`src/hw/rtl/boxiou_pkg.sv`:
```
package boxiou_pkg;

  // Control that travels with an item once its special cases are known.
  typedef struct packed {
    logic valid;
    logic degen;
  } boxiou_ctl_t;

endpackage

```
`src/hw/rtl/boxiou_div_step.sv`:
```
module boxiou_div_step #(
  parameter int COORD_BITS = 16,
  parameter int FRAC_BITS  = 16
) (
  input  logic                      clk,
  input  logic                      rst_n,
  input  boxiou_pkg::boxiou_ctl_t   ctl_i,
  output logic                      up_ready,
  input  logic                      dn_ready,
  input  logic [2*COORD_BITS+1:0]   rem_i,
  input  logic [2*COORD_BITS:0]     div_i,
  input  logic [FRAC_BITS+1:0]      quo_i,
  output boxiou_pkg::boxiou_ctl_t   ctl_o,
  output logic [2*COORD_BITS+1:0]   rem_o,
  output logic [2*COORD_BITS:0]     div_o,
  output logic [FRAC_BITS+1:0]      quo_o
);

  import boxiou_pkg::*;

  localparam int RW = 2 * COORD_BITS + 2;
  localparam int QW = FRAC_BITS + 2;

  boxiou_ctl_t   ctl_r;
  logic          en;
  logic          ge;
  logic [RW-1:0] diff;
  logic [RW-1:0] rem_r;
  logic [RW-2:0] div_r;
  logic [QW-1:0] quo_r;

  assign en       = !ctl_r.valid || dn_ready;
  assign up_ready = en;

  // One restoring step: compare, subtract, then shift for the next bit.
  always_comb begin
    ge   = rem_i >= {1'b0, div_i};
    diff = ge ? rem_i - {1'b0, div_i} : rem_i;
  end

  always_ff @(posedge clk) begin
    if (!rst_n) begin
      ctl_r.valid <= 1'b0;
    end else if (en) begin
      ctl_r.valid <= ctl_i.valid;
    end
  end

  always_ff @(posedge clk) begin
    if (en) begin
      ctl_r.degen <= ctl_i.degen;
      rem_r       <= {diff[RW-2:0], 1'b0};
      div_r       <= div_i;
      quo_r       <= {quo_i[QW-2:0], ge};
    end
  end

  assign ctl_o = ctl_r;
  assign rem_o = rem_r;
  assign div_o = div_r;
  assign quo_o = quo_r;

endmodule

```
`config.mk`:
```
export PLATFORM = sky130hd
export DESIGN_NAME = boxiou_div_step
export DESIGN_NICKNAME = d
export VERILOG_FILES = /design/src/hw/rtl/boxiou_pkg.sv /design/src/hw/rtl/boxiou_div_step.sv
export SDC_FILE = /design/constraint.sdc
export NUM_CORES = 1
export LEC_CHECK = 0
export BUFFER_PORTS_ARGS = -buffer_cell sky130_fd_sc_hd__buf_2
export CAP_MARGIN = 20
export CORE_ASPECT_RATIO = 0.5
export CORE_MARGIN = 5
export CORE_UTILIZATION = 45
export CTS_BUF_LIST = sky130_fd_sc_hd__clkbuf_4 sky130_fd_sc_hd__clkbuf_8
export DETAILED_ROUTE_END_ITERATION = 6
export PLACE_DENSITY_LB_ADDON = 0.15
export RECOVER_POWER = 100
export SKIP_LAST_GASP = 1
export SLEW_MARGIN = 40
export SYNTH_ARGS = -nofsm -noshare
export SYNTH_HDL_FRONTEND = slang
export SYNTH_SLANG_ARGS = --single-unit
export TNS_END_PERCENT = 1
```
`constraint.sdc`:
```
create_clock -name clk -period 7.75 [get_ports clk]
set_input_delay 0.3875 -clock clk [delete_from_list [all_inputs] [get_ports clk]]
set_output_delay 0.3875 -clock clk [all_outputs]
set_load 0.01 [all_outputs]
```
# Word-level counts from Yosys, hierarchy flattened
# Index checks and enable logic that the tools add are counted.
word_totals:
  output_inout_bits: 88
  elab_cells: 10
  romBits: 0
  latch_bits: 0
  ram_bits: 0
  n_memories: 0
  reg_bits: 86
  input_bits: 90
classes:
  n_mul: 0
  magnitude_cmp: 1
  bitwise_logic: 0
  n_addsub: 1
  eq_ne: 0
  mux: 1
  div_mod_pow: 0
  reduce_logical: 2
  n_shift: 0
op_table:
  columns: ["op", "count"]
  rows:
  - ["34-bit by 33-bit greater-or-equal comparator with 1-bit output", 1]
  - ["33-bit 2-to-1 mux", 1]
  - ["33-bit subtractor", 1]
  - ["1-bit zero test", 1]
  - ["1-bit logical OR", 1]

# Depth between registers and ports, before layout
depth:
  ltp_word: 2
  depth_mapped: 14
  depth_no_buf: 12

# Least setup slack after synthesis
# OpenSTA, ideal clock, no wires.
synth_path:
  kind: "input to register"
  startpoint: "in dn_ready"
  endpoint: "reg ctl_r, in the netlist ctl_o[1]"
  arrival_time_ps: 2824
  setup_slack_ps: 4679
  required_time_ps: 7503
  path_stages: 2
  path_buffers: 0
  setup_ps: 247
  cell_sequence: "nand2b_1 > a21boi_0"
synth_via:
  elab_chain_len: 1
synth_lines:
  columns: ["element", "line", "rtl"]
  rows:
  - ["start, declared", "boxiou_div_step.sv:9", "input logic dn_ready,"]
  - ["1-bit logical OR", "boxiou_div_step.sv:32", "assign en = !ctl_r.valid || dn_ready;"]
  - ["end, declared", "boxiou_div_step.sv:24", "boxiou_ctl_t ctl_r;"]
# No other way between the ends.
# A chain may end at the register's enable or synchronous reset.

# Worst setup path in the final report
layout_path:
  startpoint: "in rem_i[0]"
  endpoint: "reg rem_r[23] (netlist: rem_o[23]), data pin"
layout_via:
  elab_chain_len: 2
  word_cells_on_any_way: 3
  classes_between: "1 x add/sub; 1 x order compare; 1 x mux"
layout_lines:
  columns: ["element", "line", "rtl"]
  rows:
  - ["start, declared", "boxiou_div_step.sv:10", "input logic [2*COORD_BITS+1:0] rem_i,"]
  - ["33-bit subtractor / 34-bit by 33-bit greater-or-equal comparator with 1-bit output (equally long branches)", "boxiou_div_step.sv:38, boxiou_div_step.sv:37", null]
  - ["33-bit 2-to-1 mux (*)", "boxiou_div_step.sv:38", "diff = ge ? rem_i - {1'b0, div_i} : rem_i;"]
  - ["via diff[22]", "boxiou_div_step.sv:27", "logic [RW-1:0] diff;"]
  - ["end signal, assigned", "boxiou_div_step.sv:52", "rem_r <= {diff[RW-2:0], 1'b0};"]
  - ["end, declared", "boxiou_div_step.sv:28", "logic [RW-1:0] rem_r;"]
# Mark *: on every way through the listed nets, which the timed path passes. The rest lies on a longest branch.

==> metrics.txt <==
Die Span X=163.0 microns; CP peak stage delay=1.21 ns; number of global-route vias before repair=4100; Post-DP Area=6217 sq um; final setup fails=0; worst setup path end=rem_o[23]; reg2reg start=ctl_o[1]; crit path max fanout=20; overall routing resource usage=18.28%; Yosys Warn Count=0; power per cell area=199.7 nW/um^2; worst min-delay path class=in2reg; reg2reg end=div_o[26]; diode count=0; drc violations=0; setup bufs post-CTS=0; syn nets=590; worst-path cell chain=buf_2 > inv_1 > ha_1 > inv_1 > fa_1 > a211oi_1 > o21ai_0 > a32oi_1 > o21ai_0 > nand3b_1 > and2_0 > inv_6 > mux2_1; share of cells above drive strength 1=15.16%; Post-DRT Antenna Nets=0; failing checks=max-capacitance violations, max-slew violations; Hold Vio Cnt, Final=0; Post-synth EDFFs=85; status=finished with violations; Starting Density=46.98%; multi-input logic area=2308 sq um; Mapped Cells=466; worst skew pair latency=0.36 ns; die area=14100 sq um; CTS sink cnt=86; Initial DRT Pass Iterations=5; DRT iter0 DRCs=285; worst path buffer plus inverter count=4; IO Port Bufs=175; largest net degree at the start of global routing=49; Synth cell types=61; nets=759; FILL cells=1076; CTS tree=done; Pleak=2.496 nW; Top delay family on crit path=simple AND/OR/NAND/NOR gates; core region area=11220 sq um; Slew Limit Headroom=-51.10%; Worst EP required=7.86 ns; total power=1.236 mW; worst setup path start=rem_i[0]; Root Buffer=clkbuf_8; initial antenna violation count=0; Max Fclk=203.4 MHz; register area share after synthesis=48.82%; dpl cells=783; kind of critical path=in2reg; Crit-path slowest cell=and2_0; Async S/R FF share, synth=0%; final instance count without filler cells=799; crit path capture type=register; final core utilization=55.18%; number of synthesized register bits=86; num ports=178; mapped cell area=5269 sq um; critical path data arrival time=5.03 ns; GR Layer Usage met3=5.416%; GRT overflow=0; Worst setup SP type=input port; grt met2 use=28.91%; worst hold start=quo_i[3]; Placer Congestion=0.8988; r2r setup slk=3.78 ns; CTS-repair resized insts=0; Avg Cell Area, Syn=11.31 sq um; clock skew=0.007223 ns; TritonCTS Buffers=9; Std-Cell Rows=27; max_cap viols=2; crit path time final=4.916 ns; worst vdd ir=0.07805 mV; FF-to-FF path depth=2; area grow syn2layout=17.45%; sum of negative setup slack=0 ns; Final Cycle Share=63.44%; global-route wire length before repair=20.48 mm; H-tree lvl count=3; Slew Limit Fails=90; met1 Use GR=24.93%; Clk pin slew, worst setup/hold paths=0.09 ns; HPWL Detailed=10.11 mm; sequential cell area=2572 sq um; Top FF cell, synth=edfxtp_1; final WL=13.10 mm; die height=86.52 microns; DR vias=4248; drt via density=5.317; slew at the pin with the worst max-slew slack=2.267 ns; GRT busiest layer=met2; unrepaired setup endpoints after global routing=false; WP depth=13; hold_buf cts=0; WL/cell=16.39 microns; finished layout cell area=6188 sq um; clk buf depth=2
-- cell families (layout without fill, tap and decap cells) --
| logic type | after synthesis | count (layout) | share of synthesized area, % |
|---|---|---|---|
| muxes | 20 | 20 | 5.628 |
| DFF | 86 | 86 | 48.82 |
| adders and majority gates | 34 | 34 | 8.217 |
| AOI/OAI and AO/OA | 125 | 125 | 16.74 |
| other | 1 | 1 | 0.07117 |
| and+or+nand+nor | 123 | 123 | 11.73 |
| xor gates and xnor gates | 19 | 19 | 3.158 |
| buffers and inverters | 58 | 232 | 5.628 |
-- power by group --
| group | internal, mW | switching [mW] |
|---|---|---|
| Sequential | 0.578 | 0.0132 |
| Combinational | 0.126 | 0.195 |
| Clock | 0.155 | 0.169 |
-- worst min path at each step --
stage,to,slack (ns),depth (start not counted)
2_1_floorplan,ctl_o[0],0.49,0
3_3_place_gp,quo_o[14],0.56,1
3_5_place_dp,quo_o[12],0.57,1
4_1_cts,quo_o[9],0.17,1
5_1_grt,quo_o[9],0.16,1
6_report,quo_o[4],0.19,1
-- routing by layer --
layer	up-vias	part of all wire (%)	routed length [microns]
li1	2082	-	-
met1	1960	47	6093
met2	191	44	5703
met3	15	8.7	1141
met4	0	1.2	159
met5	-	0	0
-- through the flow --
stage	worst slack (ns)	hold slack, ns
2_1_floorplan	4.679	0.4864
5_1_grt	2.479	0.1627
4_1_cts	3.928	0.1689
3_5_place_dp	3.549	0.5656
6_report	2.834	0.1886
3_3_place_gp	3.571	0.5643
-- cell usage in the layout (no fill, tap or decap), types with 5 or more instances in the layout --
cell	netlist	layout
clkbuf_1	3	104
edfxtp_1	85	85
buf_2	5	72
inv_1	39	39
ha_1	33	33
a21oi_1	31	31
nand2_1	31	31
o21ai_0	29	29
nor2_1	25	25
nand3_1	21	21
mux2_1	0	19
xnor2_1	14	14
nor3_1	11	11
a21o_1	9	9
o21a_1	9	9
clkbuf_8	0	9
nand4_1	8	8
o31ai_1	4	6
a211oi_1	5	5
o31a_1	5	5
a21boi_0	5	5
o21bai_1	5	5
xor2_1	5	5
-- flip-flops by register name, indices dropped and copies added, names as in the netlist --
signal,flops
div_o,33
rem_o,33
quo_o,18
ctl_o,2
-- layout make-up --
type	instances	share of cell area (%)
clock inverters	6	1.152
multi-input cells	322	37.30
inverters	40	2.507
well taps	159	3.215
clock buffers	10	2.123
repair buffers	176	12.13
flip-flops and latches	86	41.57
-- synth_stat cells (2+ instances only) --
master	count	area, sq um
nor4_1	3	18.77
edfxtp_1	85	2552
o311ai_0	2	17.52
nor3b_1	4	30.03
clkbuf_1	3	11.26
a211oi_1	5	37.54
nor3_1	11	55.05
buf_4	5	37.54
and2_1	2	12.51
nand4_1	8	50.05
mux2_4	19	285.3
o21a_1	9	67.56
a31oi_1	2	12.51
buf_12	2	40.04
a21o_1	9	67.56
a21oi_1	31	155.2
o21ai_1	2	10.01
o21bai_1	5	37.54
xor2_1	5	43.79
nand2_1	31	116.4
buf_2	5	25.02
o31ai_4	4	85.08
o21ai_0	29	145.1
nor2b_1	3	18.77
xnor2_1	14	122.6
nor2_1	25	93.84
a21boi_0	5	37.54
nand3_1	21	105.1
o31ai_1	4	30.03
o31a_1	5	43.79
and3b_1	3	26.28
or3_1	3	18.77
o31ai_2	2	25.02
and3_1	2	12.51
inv_1	39	146.4
ha_1	33	412.9
buf_6	2	22.52
(Power assumes the default switching activity.)
