==> config.mk <==
export PLATFORM = sky130hd
export DESIGN_NAME = boxiou_prep
export DESIGN_NICKNAME = d
export VERILOG_FILES = /design/src/hw/rtl/boxiou_prep.sv
export SDC_FILE = /design/constraint.sdc
export NUM_CORES = 1
export LEC_CHECK = 0
export BUFFER_PORTS_ARGS = -buffer_cell sky130_fd_sc_hd__buf_2
export CAP_MARGIN = 5
export CORE_MARGIN = 2
export CORE_UTILIZATION = 53
export DETAILED_ROUTE_END_ITERATION = 10
export PLACE_DENSITY = 0.78
export SKIP_CTS_REPAIR_TIMING = 1
export SLEW_MARGIN = 20
export SYNTH_ARGS = -nofsm -noshare
export SYNTH_HDL_FRONTEND = slang
export SYNTH_SLANG_ARGS = --single-unit
==> constraint.sdc <==
create_clock -name clk -period 3.93 [get_ports clk]
set_input_delay 0.1965 -clock clk [delete_from_list [all_inputs] [get_ports clk]]
set_output_delay 0.1965 -clock clk [all_outputs]
set_load 0.01 [all_outputs]
==> src/hw/rtl/boxiou_prep.sv <==
module boxiou_prep #(
  parameter int COORD_BITS = 16
) (
  input  logic                         clk,
  input  logic                         rst_n,
  input  logic                         valid_i,
  output logic                         up_ready,
  input  logic                         dn_ready,
  input  logic signed [COORD_BITS-1:0] a_left,
  input  logic signed [COORD_BITS-1:0] a_top,
  input  logic signed [COORD_BITS-1:0] a_right,
  input  logic signed [COORD_BITS-1:0] a_bottom,
  input  logic signed [COORD_BITS-1:0] b_left,
  input  logic signed [COORD_BITS-1:0] b_top,
  input  logic signed [COORD_BITS-1:0] b_right,
  input  logic signed [COORD_BITS-1:0] b_bottom,
  output logic                         valid_o,
  output logic [COORD_BITS-1:0]        amx_o,
  output logic [COORD_BITS-1:0]        amy_o,
  output logic [COORD_BITS-1:0]        bmx_o,
  output logic [COORD_BITS-1:0]        bmy_o,
  output logic [COORD_BITS-1:0]        ovx_o,
  output logic [COORD_BITS-1:0]        ovy_o,
  output logic                         aneg_o,
  output logic                         bneg_o
);

  localparam int CB = COORD_BITS;

  // Absolute value of a difference; it always fits CB bits.
  function automatic logic [CB-1:0] mag_of(input logic [CB:0] d);
    logic [CB:0] n;
    n = ~d + 1'b1;
    return d[CB] ? n[CB-1:0] : d[CB-1:0];
  endfunction

  // Overlap of one axis, clamped at zero.
  function automatic logic [CB-1:0] clamp_of(input logic [CB-1:0] lo,
                                              input logic [CB-1:0] hi);
    logic [CB:0] d;
    d = {hi[CB-1], hi} - {lo[CB-1], lo};
    return d[CB] ? '0 : d[CB-1:0];
  endfunction

  logic          v1_r, v2_r;
  logic          en1, en2;
  logic [CB:0]   adx_r, ady_r, bdx_r, bdy_r;
  logic [CB:0]   adx_nxt, ady_nxt, bdx_nxt, bdy_nxt;
  logic [CB-1:0] xlo_r, xhi_r, ylo_r, yhi_r;
  logic [CB-1:0] xlo_nxt, xhi_nxt, ylo_nxt, yhi_nxt;
  logic [CB-1:0] amx_r, amy_r, bmx_r, bmy_r, ovx_r, ovy_r;
  logic          aneg_r, bneg_r;

  assign en2      = !v2_r || dn_ready;
  assign en1      = !v1_r || en2;
  assign up_ready = en1;

  // First stage: extents of both boxes and the bounds of the common region.
  always_comb begin
    adx_nxt = {a_right[CB-1], a_right} - {a_left[CB-1], a_left};
    ady_nxt = {a_bottom[CB-1], a_bottom} - {a_top[CB-1], a_top};
    bdx_nxt = {b_right[CB-1], b_right} - {b_left[CB-1], b_left};
    bdy_nxt = {b_bottom[CB-1], b_bottom} - {b_top[CB-1], b_top};
    xlo_nxt = (a_left > b_left) ? a_left : b_left;
    ylo_nxt = (a_top > b_top) ? a_top : b_top;
    xhi_nxt = (a_right < b_right) ? a_right : b_right;
    yhi_nxt = (a_bottom < b_bottom) ? a_bottom : b_bottom;
  end

  always_ff @(posedge clk) begin
    if (!rst_n) begin
      v1_r <= 1'b0;
      v2_r <= 1'b0;
    end else begin
      if (en1) v1_r <= valid_i;
      if (en2) v2_r <= v1_r;
    end
  end

  always_ff @(posedge clk) begin
    if (en1) begin
      adx_r <= adx_nxt;
      ady_r <= ady_nxt;
      bdx_r <= bdx_nxt;
      bdy_r <= bdy_nxt;
      xlo_r <= xlo_nxt;
      xhi_r <= xhi_nxt;
      ylo_r <= ylo_nxt;
      yhi_r <= yhi_nxt;
    end
    if (en2) begin
      amx_r  <= mag_of(adx_r);
      amy_r  <= mag_of(ady_r);
      bmx_r  <= mag_of(bdx_r);
      bmy_r  <= mag_of(bdy_r);
      ovx_r  <= clamp_of(xlo_r, xhi_r);
      ovy_r  <= clamp_of(ylo_r, yhi_r);
      aneg_r <= adx_r[CB] ^ ady_r[CB];
      bneg_r <= bdx_r[CB] ^ bdy_r[CB];
    end
  end

  assign valid_o = v2_r;
  assign amx_o   = amx_r;
  assign amy_o   = amy_r;
  assign bmx_o   = bmx_r;
  assign bmy_o   = bmy_r;
  assign ovx_o   = ovx_r;
  assign ovy_o   = ovy_r;
  assign aneg_o  = aneg_r;
  assign bneg_o  = bneg_r;

endmodule

* Yosys cells after proc, flatten, opt, wreduce, memory -nomap -nowiden
Cells that the tools add are included.
Word-level totals: register bits 232, input port bits 132
Cells by class: add/sub/neg operators 10, magnitude comparators 4, multiplexer cells 8, bitwise logic cells 6, reductions and logical operators 4
Operators with widths (number):
- 16-bit two-way mux | 8
- 16-bit by 16-bit subtractor with 17-bit output | 6
- 16-bit by 1-bit adder with 16-bit output, second input constant | 4
- 16-bit inverter | 4
- 16-bit greater-than comparator | 2
- 16-bit < comparator | 2
- 1-bit logical NOT | 2
- 1-bit logical OR | 2
- 1-bit bitwise XOR | 2

* Longest topological paths before layout
depth after elaboration 3, mapped depth 10, gate-level depth less buffers 9

* Worst setup path after synthesis
OpenSTA, ideal clock, no wires.
path kind flip-flop to flip-flop, start register v2_r, in the netlist valid_o, end register adx_r[0], enable pin, library setup time 1.162 ns, arrival time 2.836 ns, setup slack -0.068 ns, stages on the path, launching flop included 3, buffers on the path 0, clock period less this slack 3.998 ns, cell sequence dfxtp_1 nor2b_1 nand2_1
On the way: cells in the longest elaborated chain, start to end 3
RTL lines:
- from (decl) | RTL line 45 | logic v1_r, v2_r;
- from (signal assigned) | RTL line 76 | if (en2) v2_r <= v1_r;
- 1-bit logical NOT | RTL line 54 | assign en2 = !v2_r || dn_ready;
- 1-bit logical OR | RTL line 54
- 1-bit logical OR | RTL line 55 | assign en1 = !v1_r || en2;
- net up_ready | RTL line 7 | output logic up_ready,
- to (signal assigned) | RTL line 82 | adx_r <= adx_nxt;
- to (decl) | RTL line 47 | logic [CB:0] adx_r, ady_r, bdx_r, bdy_r;
The timed path passes the listed nets, and every way through them passes these cells. A chain may end at the register's enable or synchronous reset.

* Worst setup path after layout
start register xlo_r[0], end register ovx_r[9], in the netlist ovx_o[9] (data pin)
On the way: cells in the longest elaborated chain, start to end 1
RTL lines:
- from (decl) | RTL line 49 | logic [CB-1:0] xlo_r, xhi_r, ylo_r, yhi_r;
- from (signal assigned) | RTL line 86 | xlo_r <= xlo_nxt;
- 16-bit by 16-bit subtractor with 17-bit output | RTL line 41 | d = {hi[CB-1], hi} - {lo[CB-1], lo};
- to (signal assigned) | RTL line 96 | ovx_r <= clamp_of(xlo_r, xhi_r);
- to (decl) | RTL line 51 | logic [CB-1:0] amx_r, amy_r, bmx_r, bmy_r, ovx_r, ovy_r;
Every way passes these cells.

==> metrics.yaml <==
status: "complete, no violations"
fmax_mhz: 353
yosysTopAreaCell: "edfxtp_1"
async_reset_ff_frac: 0
startpoint: "xlo_r[0]"
drv_cap: 0
ys_ff_latch: 232
first_iter_violations: 870
p_per_area_mw_per_mm2: 487
synth_top_area_frac: 0.440
totalNegativeSetupSlack_ps: 0
period_needed_ps: 2840
crit_required_ps: 4230
die_area_mm2: 0.0310
p_leak_uw: 0.00809
final_util: 0.624
critPathKind: "reg -> reg"
synth_seq_area_share: 0.443
ant_nets: 0
wl_per_cell_um: 19.5
cts_tree: "built"
r2r_start: "xlo_r[0]"
fin_ws_ps: 1090
multi_input_area_mm2: 0.00798
worstRegToRegCells: 8
wl_um: 41400
drive_above_1_share: 0.176
gp_congestion: 0.988
synth_edf_count: 230
fin_worst_skew_ps: 9.45
cp_max_fo: 16
cts_root_buf: "clkbuf_16"
final_nets: 2021
seq_area_mm2: 0.00695
grt_pass1_vias: 12000
holdCritPathClass: "in -> reg"
grt_antenna_before_repair: 2
vias: 12300
path_delay_family: "compound AO/OA/AOI/OAI gates"
yosysWarningCount: 0
slew_headroom: 0.294
numCtsBuffers: 25
portBuffers: 231
core_area_mm2: 0.0289
arrival_ps: 3140
synth_top_cells_by_area: "edfxtp_1 44%, ha_1 13%, xnor2_1 5.4%, inv_1 4.3%, o21ai_0 2.4%"
place_area_mm2: 0.0173
crit_path_max_incr_delay_ps: 470
cp_cell_sequence: "ha_1 -> fa_1 -> nor2b_1 -> o31a_1 -> o221ai_1 -> a21oi_1 -> o2bb2ai_2 -> a2111oi_0"
die_x_um: 176
first_pass_iters: 6
ios: 232
cts_max_level: 1
cp_slowest_cell: "a2111oi_0"
synth.avg_cell_area_um2: 10.6
endpoint: "ovx_o[9]"
setup_viol: 0
fp.dieH_um: 176
hold_violations: 0
dp_slack_ps: 1130
syn_area_mm2: 0.0157
crit_path_start_kind: "flip-flop"
r2r_setup_slack_ps: 1090
grt_pass1_wl_um: 63700
report.final.slew_viol_count: 0
syn-num-nets: 1779
fillerInstances: 2355
path_buf_inv: 0
track_usage: 0.264
cts.path.max_buffers: 3
r2r-end: "ovx_o[9]"
numClockSinks: 232
peakVddDrop_mv: 0.425
rsz0062_at_grt: "false"
start_util: 0.542
num_rows: 62
ys_types: 68
grt-ovfl-total: 0
cp_num_cells: 8
endpoint_kind: "flip-flop"
finalCritPeriodShare: 0.722
postSynthCellCount: 1479
areaGrowthSynthToFinish_pct: 15.1
dpl.hpwl_um: 32600
grt_max_degree: 134
clock_latency_ps: 530
tightest_slew_ps: 1060
cts.clk_slew.worst_paths_ps: 60
synth_flop_cell: "edfxtp_1"
routed_via_density: 5.77
drc_errors: 0
final_area_mm2: 0.0181
worst min path at each step:
stage,from,to,slack (ps),depth (start not counted)
4_1_cts,rst_n,valid_o,-120,2
3_5_place_dp,rst_n,valid_o,430,2
3_3_place_gp,rst_n,valid_o,410,2
6_report,a_bottom[3],yhi_r[3],40,2
2_1_floorplan,rst_n,valid_o,310,1
5_1_grt,b_bottom[2],yhi_r[2],40,2
metrics by stage:
stage,std cells,hold WS (ps),power [uW]
finish,2126,39.9,8790
global route,2125,36.2,9260
CTS,2122,-121,8820
detailed placement,2076,430,6610
global placement,2076,410,6550
floorplan,1479,314,5610
where the power goes:
part	leakage (uW)	internal (uW)	switching, uW
clock	0.000362	1240	961
combinational	0.00527	1190	1560
sequential	0.00246	3530	320
placed cells by master (no fill, tap or decap), types with 7 or more instances in the layout:
cell,instances
clkinv_1,8
nor2_1,74
or3_1,16
edfxtp_1,230
buf_4,7
nor2b_1,26
nor3b_1,18
o211ai_1,22
mux2i_1,37
mux2_2,17
nand2_1,92
o21ai_0,75
nand2b_1,18
o21bai_1,10
xor2_1,18
buf_2,231
a21o_1,37
a211o_1,10
o31ai_1,12
o31a_1,12
nor3_1,32
a21oi_1,63
inv_1,177
o21a_1,27
nand4_1,12
nand3_1,31
ha_1,162
xnor2_1,97
a211oi_1,9
a31oi_1,12
clkbuf_16,25
state kept, by name (all words and copies together), names as in the netlist:
signal	cells
ady_r	17
bneg_o	1
ylo_r	16
bmy_o	16
amy_o	16
yhi_r	16
adx_r	17
bmx_o	16
valid_o	1
xhi_r	16
bdy_r	17
v1_r	1
amx_o	16
xlo_r	16
bdx_r	17
ovy_o	16
aneg_o	1
ovx_o	16
cells by family after synthesis:
group	Yosys count	share of synthesized area
and+or+nand+nor	361	0.117
xor gates and xnor gates	115	0.0642
AOI/OAI and AO/OA	345	0.153
buffers and inverters	203	0.0501
muxes	55	0.0367
adders and majority gates	168	0.137
DFF	232	0.443
cell usage after synthesis (all sizes together), types with 12 or more instances:
| cell | n |
|---|---|
| clkbuf | 18 |
| mux2i | 38 |
| a21oi | 63 |
| mux2 | 17 |
| inv | 178 |
| xor2 | 18 |
| o31a | 12 |
| ha | 162 |
| nand2b | 18 |
| o21ai | 77 |
| o31ai | 16 |
| nor2 | 74 |
| o21a | 27 |
| nor3 | 32 |
| edfxtp | 230 |
| nand2 | 93 |
| nor2b | 26 |
| a21o | 37 |
| nand4 | 12 |
| nor3b | 18 |
| o211ai | 22 |
| xnor2 | 97 |
| or3 | 18 |
| a31oi | 12 |
| nand3 | 31 |
per-layer routing:
layer	routed length [um]	up-vias	part of all wire	GRT usage
li1	-	5910	-	-
met1	17700	5761	0.43	0.360
met2	19200	512	0.47	0.436
met3	3080	87	0.074	0.0398
met4	1350	0	0.033	0.0844
met5	0	-	0	0
final cells by class:
type | instances | share of cell area
Clock inverter | 16 | 0.00616
Sequential cell | 232 | 0.385
Inverter | 178 | 0.0371
Timing Repair Buffer | 240 | 0.0680
Tap cell | 384 | 0.0266
Antenna cell | 2 | 0.000277
Multi-Input combinational cell | 1044 | 0.442
Clock buffer | 30 | 0.0357
No activity file was read; power rests on OpenSTA's default activity.
