## src/hw/rtl/boxiou_pkg.sv

```systemverilog
package boxiou_pkg;

  // Control that travels with an item once its special cases are known.
  typedef struct packed {
    logic valid;
    logic degen;
  } boxiou_ctl_t;

endpackage

```

## src/hw/rtl/boxiou_area.sv

```systemverilog
module boxiou_area #(
  parameter int COORD_BITS = 16
) (
  input  logic                         clk,
  input  logic                         rst_n,
  input  logic                         valid_i,
  output logic                         up_ready,
  input  logic                         dn_ready,
  input  logic [COORD_BITS-1:0]        amx_i,
  input  logic [COORD_BITS-1:0]        amy_i,
  input  logic [COORD_BITS-1:0]        bmx_i,
  input  logic [COORD_BITS-1:0]        bmy_i,
  input  logic [COORD_BITS-1:0]        ovx_i,
  input  logic [COORD_BITS-1:0]        ovy_i,
  input  logic                         aneg_i,
  input  logic                         bneg_i,
  output boxiou_pkg::boxiou_ctl_t      ctl_o,
  output logic [2*COORD_BITS+1:0]      rem_o,
  output logic [2*COORD_BITS:0]        div_o
);

  import boxiou_pkg::*;

  localparam int CB = COORD_BITS;
  localparam int PW = 2 * CB;
  localparam int UW = PW + 1;
  localparam int RW = PW + 2;

  logic          v3_r;
  logic          en3, en4;
  logic [PW-1:0] amag_r, bmag_r, inter_r;
  logic          aneg_r, bneg_r;
  boxiou_ctl_t   ctl_r, ctl_nxt;
  logic [RW-1:0] rem_r, rem_nxt;
  logic [UW-1:0] div_r, div_nxt;
  logic [UW-1:0] union_sum;
  logic          area_pos;

  assign en4      = !ctl_r.valid || dn_ready;
  assign en3      = !v3_r || en4;
  assign up_ready = en3;

  // Second half: sort out the special cases and set up the divider. An item
  // that is not divided gets a zero dividend over one, so its quotient is 0.
  always_comb begin
    union_sum = {1'b0, amag_r} + {1'b0, bmag_r} - {1'b0, inter_r};
    priority if (!aneg_r && !bneg_r) area_pos = 1'b1;
    else if (aneg_r && bneg_r)       area_pos = 1'b0;
    else if (!aneg_r)                area_pos = amag_r > bmag_r;
    else                             area_pos = bmag_r > amag_r;

    ctl_nxt.valid = v3_r;
    rem_nxt       = '0;
    div_nxt       = UW'(1);
    priority if (amag_r == '0 || bmag_r == '0) begin
      ctl_nxt.degen = 1'b1;
    end else if (inter_r == '0) begin
      ctl_nxt.degen = !area_pos;
    end else begin
      ctl_nxt.degen = 1'b0;
      rem_nxt       = {2'b00, inter_r};
      div_nxt       = union_sum;
    end
  end

  always_ff @(posedge clk) begin
    if (!rst_n) begin
      v3_r        <= 1'b0;
      ctl_r.valid <= 1'b0;
    end else begin
      if (en3) v3_r        <= valid_i;
      if (en4) ctl_r.valid <= ctl_nxt.valid;
    end
  end

  always_ff @(posedge clk) begin
    if (en3) begin
      amag_r  <= {{CB{1'b0}}, amx_i} * {{CB{1'b0}}, amy_i};
      bmag_r  <= {{CB{1'b0}}, bmx_i} * {{CB{1'b0}}, bmy_i};
      inter_r <= {{CB{1'b0}}, ovx_i} * {{CB{1'b0}}, ovy_i};
      aneg_r  <= aneg_i;
      bneg_r  <= bneg_i;
    end
    if (en4) begin
      ctl_r.degen <= ctl_nxt.degen;
      rem_r       <= rem_nxt;
      div_r       <= div_nxt;
    end
  end

  assign ctl_o = ctl_r;
  assign rem_o = rem_r;
  assign div_o = div_r;

endmodule

```

## config.mk

```make
export PLATFORM = sky130hd
export DESIGN_NAME = boxiou_area
export DESIGN_NICKNAME = d
export VERILOG_FILES = /design/src/hw/rtl/boxiou_pkg.sv /design/src/hw/rtl/boxiou_area.sv
export SDC_FILE = /design/constraint.sdc
export NUM_CORES = 2
export LEC_CHECK = 0
export BUFFER_PORTS_ARGS = -buffer_cell sky130_fd_sc_hd__buf_2
export CORE_ASPECT_RATIO = 0.75
export CORE_MARGIN = 3
export CORE_UTILIZATION = 45
export DETAILED_ROUTE_END_ITERATION = 8
export HOLD_SLACK_MARGIN = 0.08
export PLACE_DENSITY = 0.66
export SETUP_SLACK_MARGIN = 0.3
export SLEW_MARGIN = 20
export SYNTH_ARGS = -nofsm -noshare
export SYNTH_HDL_FRONTEND = slang
export SYNTH_SLANG_ARGS = --single-unit
```

## constraint.sdc

```tcl
create_clock -name clk -period 6.1 [get_ports clk]
set_input_delay 0 -clock clk [delete_from_list [all_inputs] [get_ports clk]]
set_output_delay 0 -clock clk [all_outputs]
set_load 0.005 [all_outputs]
```

## After elaboration in Yosys (flattened, before gate mapping)

Cells that the tools add are included.

- Logic and storage cells: 36
- Output and inout port bits: 70
- Bits of input ports: 102
- Register bits after elaboration: 168

- Reductions and logical operators: 14
- Add/sub/neg operators: 2
- Multipliers: 3
- $lt $le $gt $ge: 2
- Multiplexer cells: 4

Operators with widths:

| kind | count |
|---|---|
| 32-bit zero test | 3 |
| 16-bit by 16-bit multiplier with 32-bit output | 3 |
| 32-bit greater-than comparator | 2 |
| 32-bit by 32-bit adder with 33-bit output | 1 |
| 33-bit by 32-bit subtractor with 33-bit output | 1 |
| 1-bit zero test | 5 |
| 1-bit 2-to-1 mux | 4 |
| 1-bit logical OR | 3 |
| 1-bit logical AND | 2 |
| 2-bit OR reduction | 1 |

## Depth between registers and ports, before layout

- Word-level depth: 6
- Mapped depth: 24

## Worst setup path before layout

Ideal clock, no wire load.

- Path kind: input port to flip-flop
- Start point: input port bmy_i[7]
- End point: register bmag_r[26] (data pin)
- Library setup time: 263 ps
- Cell stages on the path: 23
- Data arrival time: 5446 ps
- Path slack: 391 ps
- Buffers on the path: 1
- Cell sequence: clkbuf_1 > nand2_1 > fa_1 > inv_1 > fa_1 > inv_1 > fa_1 > inv_1 > fa_1 > fa_1 > inv_1 > fa_1 > inv_1 > ha_1 > and2_1 > a221oi_2 > nand3_1 > a31o_1 > nand2_1 > o31ai_1 > or2_1 > a311oi_1 > xnor2_1

- Cells in the longest elaborated chain, start to end: 1

Ends and longest elaborated chain:

| element | RTL line | text |
|---|---|---|
| start, declared | boxiou_area.sv:12 | `input logic [COORD_BITS-1:0] bmy_i,` |
| 16-bit by 16-bit multiplier with 32-bit output | boxiou_area.sv:79 | `bmag_r <= {{CB{1'b0}}, bmx_i} * {{CB{1'b0}}, bmy_i};` |
| end signal, assigned | boxiou_area.sv:79 |  |
| end, declared | boxiou_area.sv:31 | `logic [PW-1:0] amag_r, bmag_r, inter_r;` |

Every way passes these cells.
A chain may end at the register's enable or synchronous reset.

## Final worst setup path

- Start point: input port bmy_i[1]
- End point: register bmag_r[29] (data pin)

The elaborated chain is that of the path after synthesis.

==> summary.txt <==
OUTCOME
----------------------------------------------------------------------------------------
Status .................................................................... complete, no violations

PLACE
----------------------------------------------------------------------------------------
Routability Congestion ....................................................        0.922
Total placed cells including tap cells ....................................         4673
Total half-perimeter wirelength after legalization and detailed placement . 71100 microns
Input/output buffers ......................................................          169
Placed cell area ..........................................................  36000 sq um

CLOCK NETWORK
----------------------------------------------------------------------------------------
Total clock sinks .........................................................          166
Clock transition at path regs .............................................        70 ps
Number of CTS-inserted buffers ............................................           17
Root Driver ............................................................... sky130_fd_sc_hd__clkbuf_16
Clock tree from TritonCTS .................................................         done
Skew-Pair Late Insertion Delay ............................................       440 ps
Count of H-tree levels built during CTS ...................................            4
Buffer depth of the longest clock path ....................................            2

FLOW RUN
----------------------------------------------------------------------------------------
Max_cap viols .............................................................            0

GRT
----------------------------------------------------------------------------------------
All-layer global routing usage ............................................        22.5%
Via count of the first global-routing pass ................................        25100
Largest net degree at the start of global routing .........................           67
Wire length of the first global-routing pass .............................. 139000 microns
Antenna violations before repair ..........................................            1
Total congestion overflow .................................................            0

ROUTING
----------------------------------------------------------------------------------------
Detailed-route DRC error count ............................................            0
Iteration-0 DRC Markers ...................................................         1616
Via count .................................................................        24400
Detailed-route wire length ................................................ 85500 microns
Pre-Repair DR Iteration Count .............................................            5
Antenna viol nets, final ..................................................            0
Routed wirelength normalized by instance count ............................ 18.2 microns
Number of vias per cell ...................................................         5.19

FINISH
----------------------------------------------------------------------------------------
Final core utilization ....................................................        49.5%
Final Non-Filler Cells ....................................................         4711
Antenna diode count .......................................................            0
Final instance area .......................................................  36700 sq um
Fraction of layout cells with a size suffix above 1 .......................        7.48%
Fill cell total of the finished layout ....................................         6836
Post-layout net count .....................................................         4824
Signed area change from the synthesized netlist to the final layout .......        7.99%

FLOORPLAN
----------------------------------------------------------------------------------------
Chip Width ................................................................  323 microns
Std-Cell Core Area ........................................................  74100 sq um
Die Outline Area ..........................................................  78900 sq um
Starting utilization of the core area .....................................        45.9%
Die outline height ........................................................  244 microns
# rows ....................................................................           86
Number of top-level pins ..................................................          172

SYNTHESIS
----------------------------------------------------------------------------------------
Ys Warns ..................................................................            0
Number of synthesized flops with an enable pin ............................          164
Synthesized netlist cell count ............................................         3599
Average instance area after synthesis .....................................   9.45 sq um
Synth Cell Area ...........................................................  34000 sq um
Fraction of the yosys area taken by sequential cells ......................        14.6%
Commonest register cell after synthesis ................................... sky130_fd_sc_hd__edfxtp_1
Async set or reset register ratio after synthesis .........................           0%
Flip-flop and latch count after synthesis .................................          166
Synth cell types ..........................................................           74

TIMING
----------------------------------------------------------------------------------------
Setup skew after layout ...................................................      13.0 ps
Final-layout setup total negative slack ...................................         0 ps
Hold Vio Cnt, Final .......................................................            0
Unrepaired setup endpoints after global routing ...........................        false
Worst slew margin .........................................................        35.9%
Fmax ......................................................................      180 MHz
Number of setup violations in the final report ............................            0
Number of pins with negative max-slew slack in the final report ...........            0
Slew @ Worst Pin ..........................................................       962 ps
Min Tclk post-route .......................................................      5570 ps
Tcrit/Tclk final ..........................................................        91.3%

CRITICAL PATH
----------------------------------------------------------------------------------------
Crit path capture type ....................................................         flop
Highest net fanout along the worst path ...................................           16
Crit Path Category ........................................................    in -> reg
Critical Path Source Type ................................................. primary input
Worst path required time ..................................................      6290 ps
Worst EP arrival ..........................................................      5760 ps

WORST HOLD PATH
----------------------------------------------------------------------------------------
Hold Path Class ...........................................................    in -> reg

cell families (layout without fill, tap and decap cells):
logic type,after synthesis,count (layout),synth area share (%)
other,1,2,0.0110
XOR/XNOR,106,106,2.73
flip-flops,166,166,14.6
buffers and inverters,925,1068,10.2
AO/OA/AOI/OAI,352,352,7.04
adder cells (fa/ha/maj),991,991,50.0
AND/OR/NAND/NOR,1057,1057,15.3
multiplexers,1,1,0.0294
final timing paths:
check | startpoint | end | slack, ps | cells past startpoint
setup / recovery | bmy_i[1] | bmag_r[29] | 530 | 21
hold / removal | bmx_i[0] | bmag_r[0] | 120 | 2
setup reg to reg | amag_r[1] | div_o[31] | 1980 | 13
hold reg to reg | bneg_r | ctl_o[0] | 570 | 1
final cells by class:
| class | count | area [sq um] | area share (%) |
|---|---|---|---|
| clock buffer | 17 | 425 | 1.16 |
| clock inverter | 14 | 190 | 0.518 |
| inverter | 814 | 3060 | 8.32 |
| multi-input combinational | 2509 | 25600 | 69.7 |
| sequential | 166 | 4960 | 13.5 |
| tap | 968 | 1210 | 3.30 |
| timing repair buffer | 223 | 1270 | 3.47 |
cells in the mapped netlist (14+ instances only):
master	number	area (sq um)
sky130_fd_sc_hd__nor2_1	76	285
sky130_fd_sc_hd__edfxtp_1	164	4920
sky130_fd_sc_hd__nand2_1	470	1760
sky130_fd_sc_hd__o21a_1	21	158
sky130_fd_sc_hd__xor2_1	31	272
sky130_fd_sc_hd__o21bai_1	16	120
sky130_fd_sc_hd__a21o_1	76	571
sky130_fd_sc_hd__inv_1	814	3060
sky130_fd_sc_hd__nand3_1	18	90.1
sky130_fd_sc_hd__ha_1	377	4720
sky130_fd_sc_hd__o21ai_0	51	255
sky130_fd_sc_hd__nor2b_1	14	87.6
sky130_fd_sc_hd__a21oi_1	102	510
sky130_fd_sc_hd__clkbuf_1	108	405
sky130_fd_sc_hd__nor4_1	27	169
sky130_fd_sc_hd__nor3_1	15	75.1
sky130_fd_sc_hd__and2_1	379	2370
sky130_fd_sc_hd__fa_1	614	12300
sky130_fd_sc_hd__nand4_1	21	131
sky130_fd_sc_hd__xnor2_1	75	657
routing by layer:
| metal | global-route usage, % | routed length, microns |
|---|---|---|
| met5 | 1.30 | 137 |
| met4 | 5.47 | 1990 |
| met3 | 4.83 | 7000 |
| met2 | 32.2 | 35400 |
| met1 | 34.5 | 41000 |
cells in the final DEF, fill, tap and decap left out, types with 6 or more instances in the layout:
cell,instances
sky130_fd_sc_hd__o21bai_1,16
sky130_fd_sc_hd__a211oi_1,10
sky130_fd_sc_hd__nor3_1,15
sky130_fd_sc_hd__dlygate4sd3_1,6
sky130_fd_sc_hd__nand3_1,18
sky130_fd_sc_hd__ha_1,376
sky130_fd_sc_hd__buf_4,49
sky130_fd_sc_hd__fa_1,614
sky130_fd_sc_hd__nor2b_1,14
sky130_fd_sc_hd__clkbuf_16,17
sky130_fd_sc_hd__xor2_1,31
sky130_fd_sc_hd__buf_2,166
sky130_fd_sc_hd__or3_1,6
sky130_fd_sc_hd__and3_1,6
sky130_fd_sc_hd__nor4_1,27
sky130_fd_sc_hd__and2_1,379
sky130_fd_sc_hd__xnor2_1,75
sky130_fd_sc_hd__a21o_1,76
sky130_fd_sc_hd__o211ai_1,6
sky130_fd_sc_hd__o21ai_0,50
sky130_fd_sc_hd__nor2_1,75
sky130_fd_sc_hd__nand2b_1,12
sky130_fd_sc_hd__o21a_1,21
sky130_fd_sc_hd__a31oi_1,8
sky130_fd_sc_hd__inv_1,813
sky130_fd_sc_hd__a21oi_1,102
sky130_fd_sc_hd__o21ai_1,10
sky130_fd_sc_hd__edfxtp_1,164
sky130_fd_sc_hd__nand2_1,469
sky130_fd_sc_hd__nand4_1,21
what timing repair did:
action / 4_1_cts / 5_1_grt
endpoints found under the hold margin: 4 / 0
endpoints found under the setup margin: 0 / 2
hold buffers: 6 / 0
gates resized for setup: 0 / 9
setup buffers: 0 / 1
sequential cells by signal, indices dropped and copies added, names as in the netlist:
signal and cells:
inter_r 32, rem_o 32, amag_r 32, div_o 33
aneg_r 1, bmag_r 32, v3_r 1, bneg_r 1
ctl_o 2
stage by stage:
stage | worst slack [ps] | hold slack, ps
2_1_floorplan | 391 | 98.9
3_3_place_gp | 191 | 181
3_5_place_dp | 91.9 | 183
4_1_cts | 569 | 88.7
5_1_grt | 290 | 112
6_report | 530 | 119
worst max-delay path: stages:
cell,delay [ps]
sky130_fd_sc_hd__buf_2,270
sky130_fd_sc_hd__nand2_1,130
sky130_fd_sc_hd__fa_1,520
sky130_fd_sc_hd__fa_1,530
sky130_fd_sc_hd__fa_1,520
sky130_fd_sc_hd__inv_1,60
sky130_fd_sc_hd__fa_1,480
sky130_fd_sc_hd__fa_1,490
sky130_fd_sc_hd__inv_1,50
sky130_fd_sc_hd__fa_1,470
sky130_fd_sc_hd__inv_1,40
sky130_fd_sc_hd__ha_1,320
sky130_fd_sc_hd__and2_1,210
sky130_fd_sc_hd__a221o_1,330
sky130_fd_sc_hd__a211oi_2,290
sky130_fd_sc_hd__o31a_1,250
sky130_fd_sc_hd__o211ai_2,160
sky130_fd_sc_hd__nand4_1,130
sky130_fd_sc_hd__o21ai_1,100
sky130_fd_sc_hd__o41ai_2,320
sky130_fd_sc_hd__xnor2_1,100
Power is not shown: default switching activity piles up to over one toggle a cycle in this logic, so the estimate is an artifact.
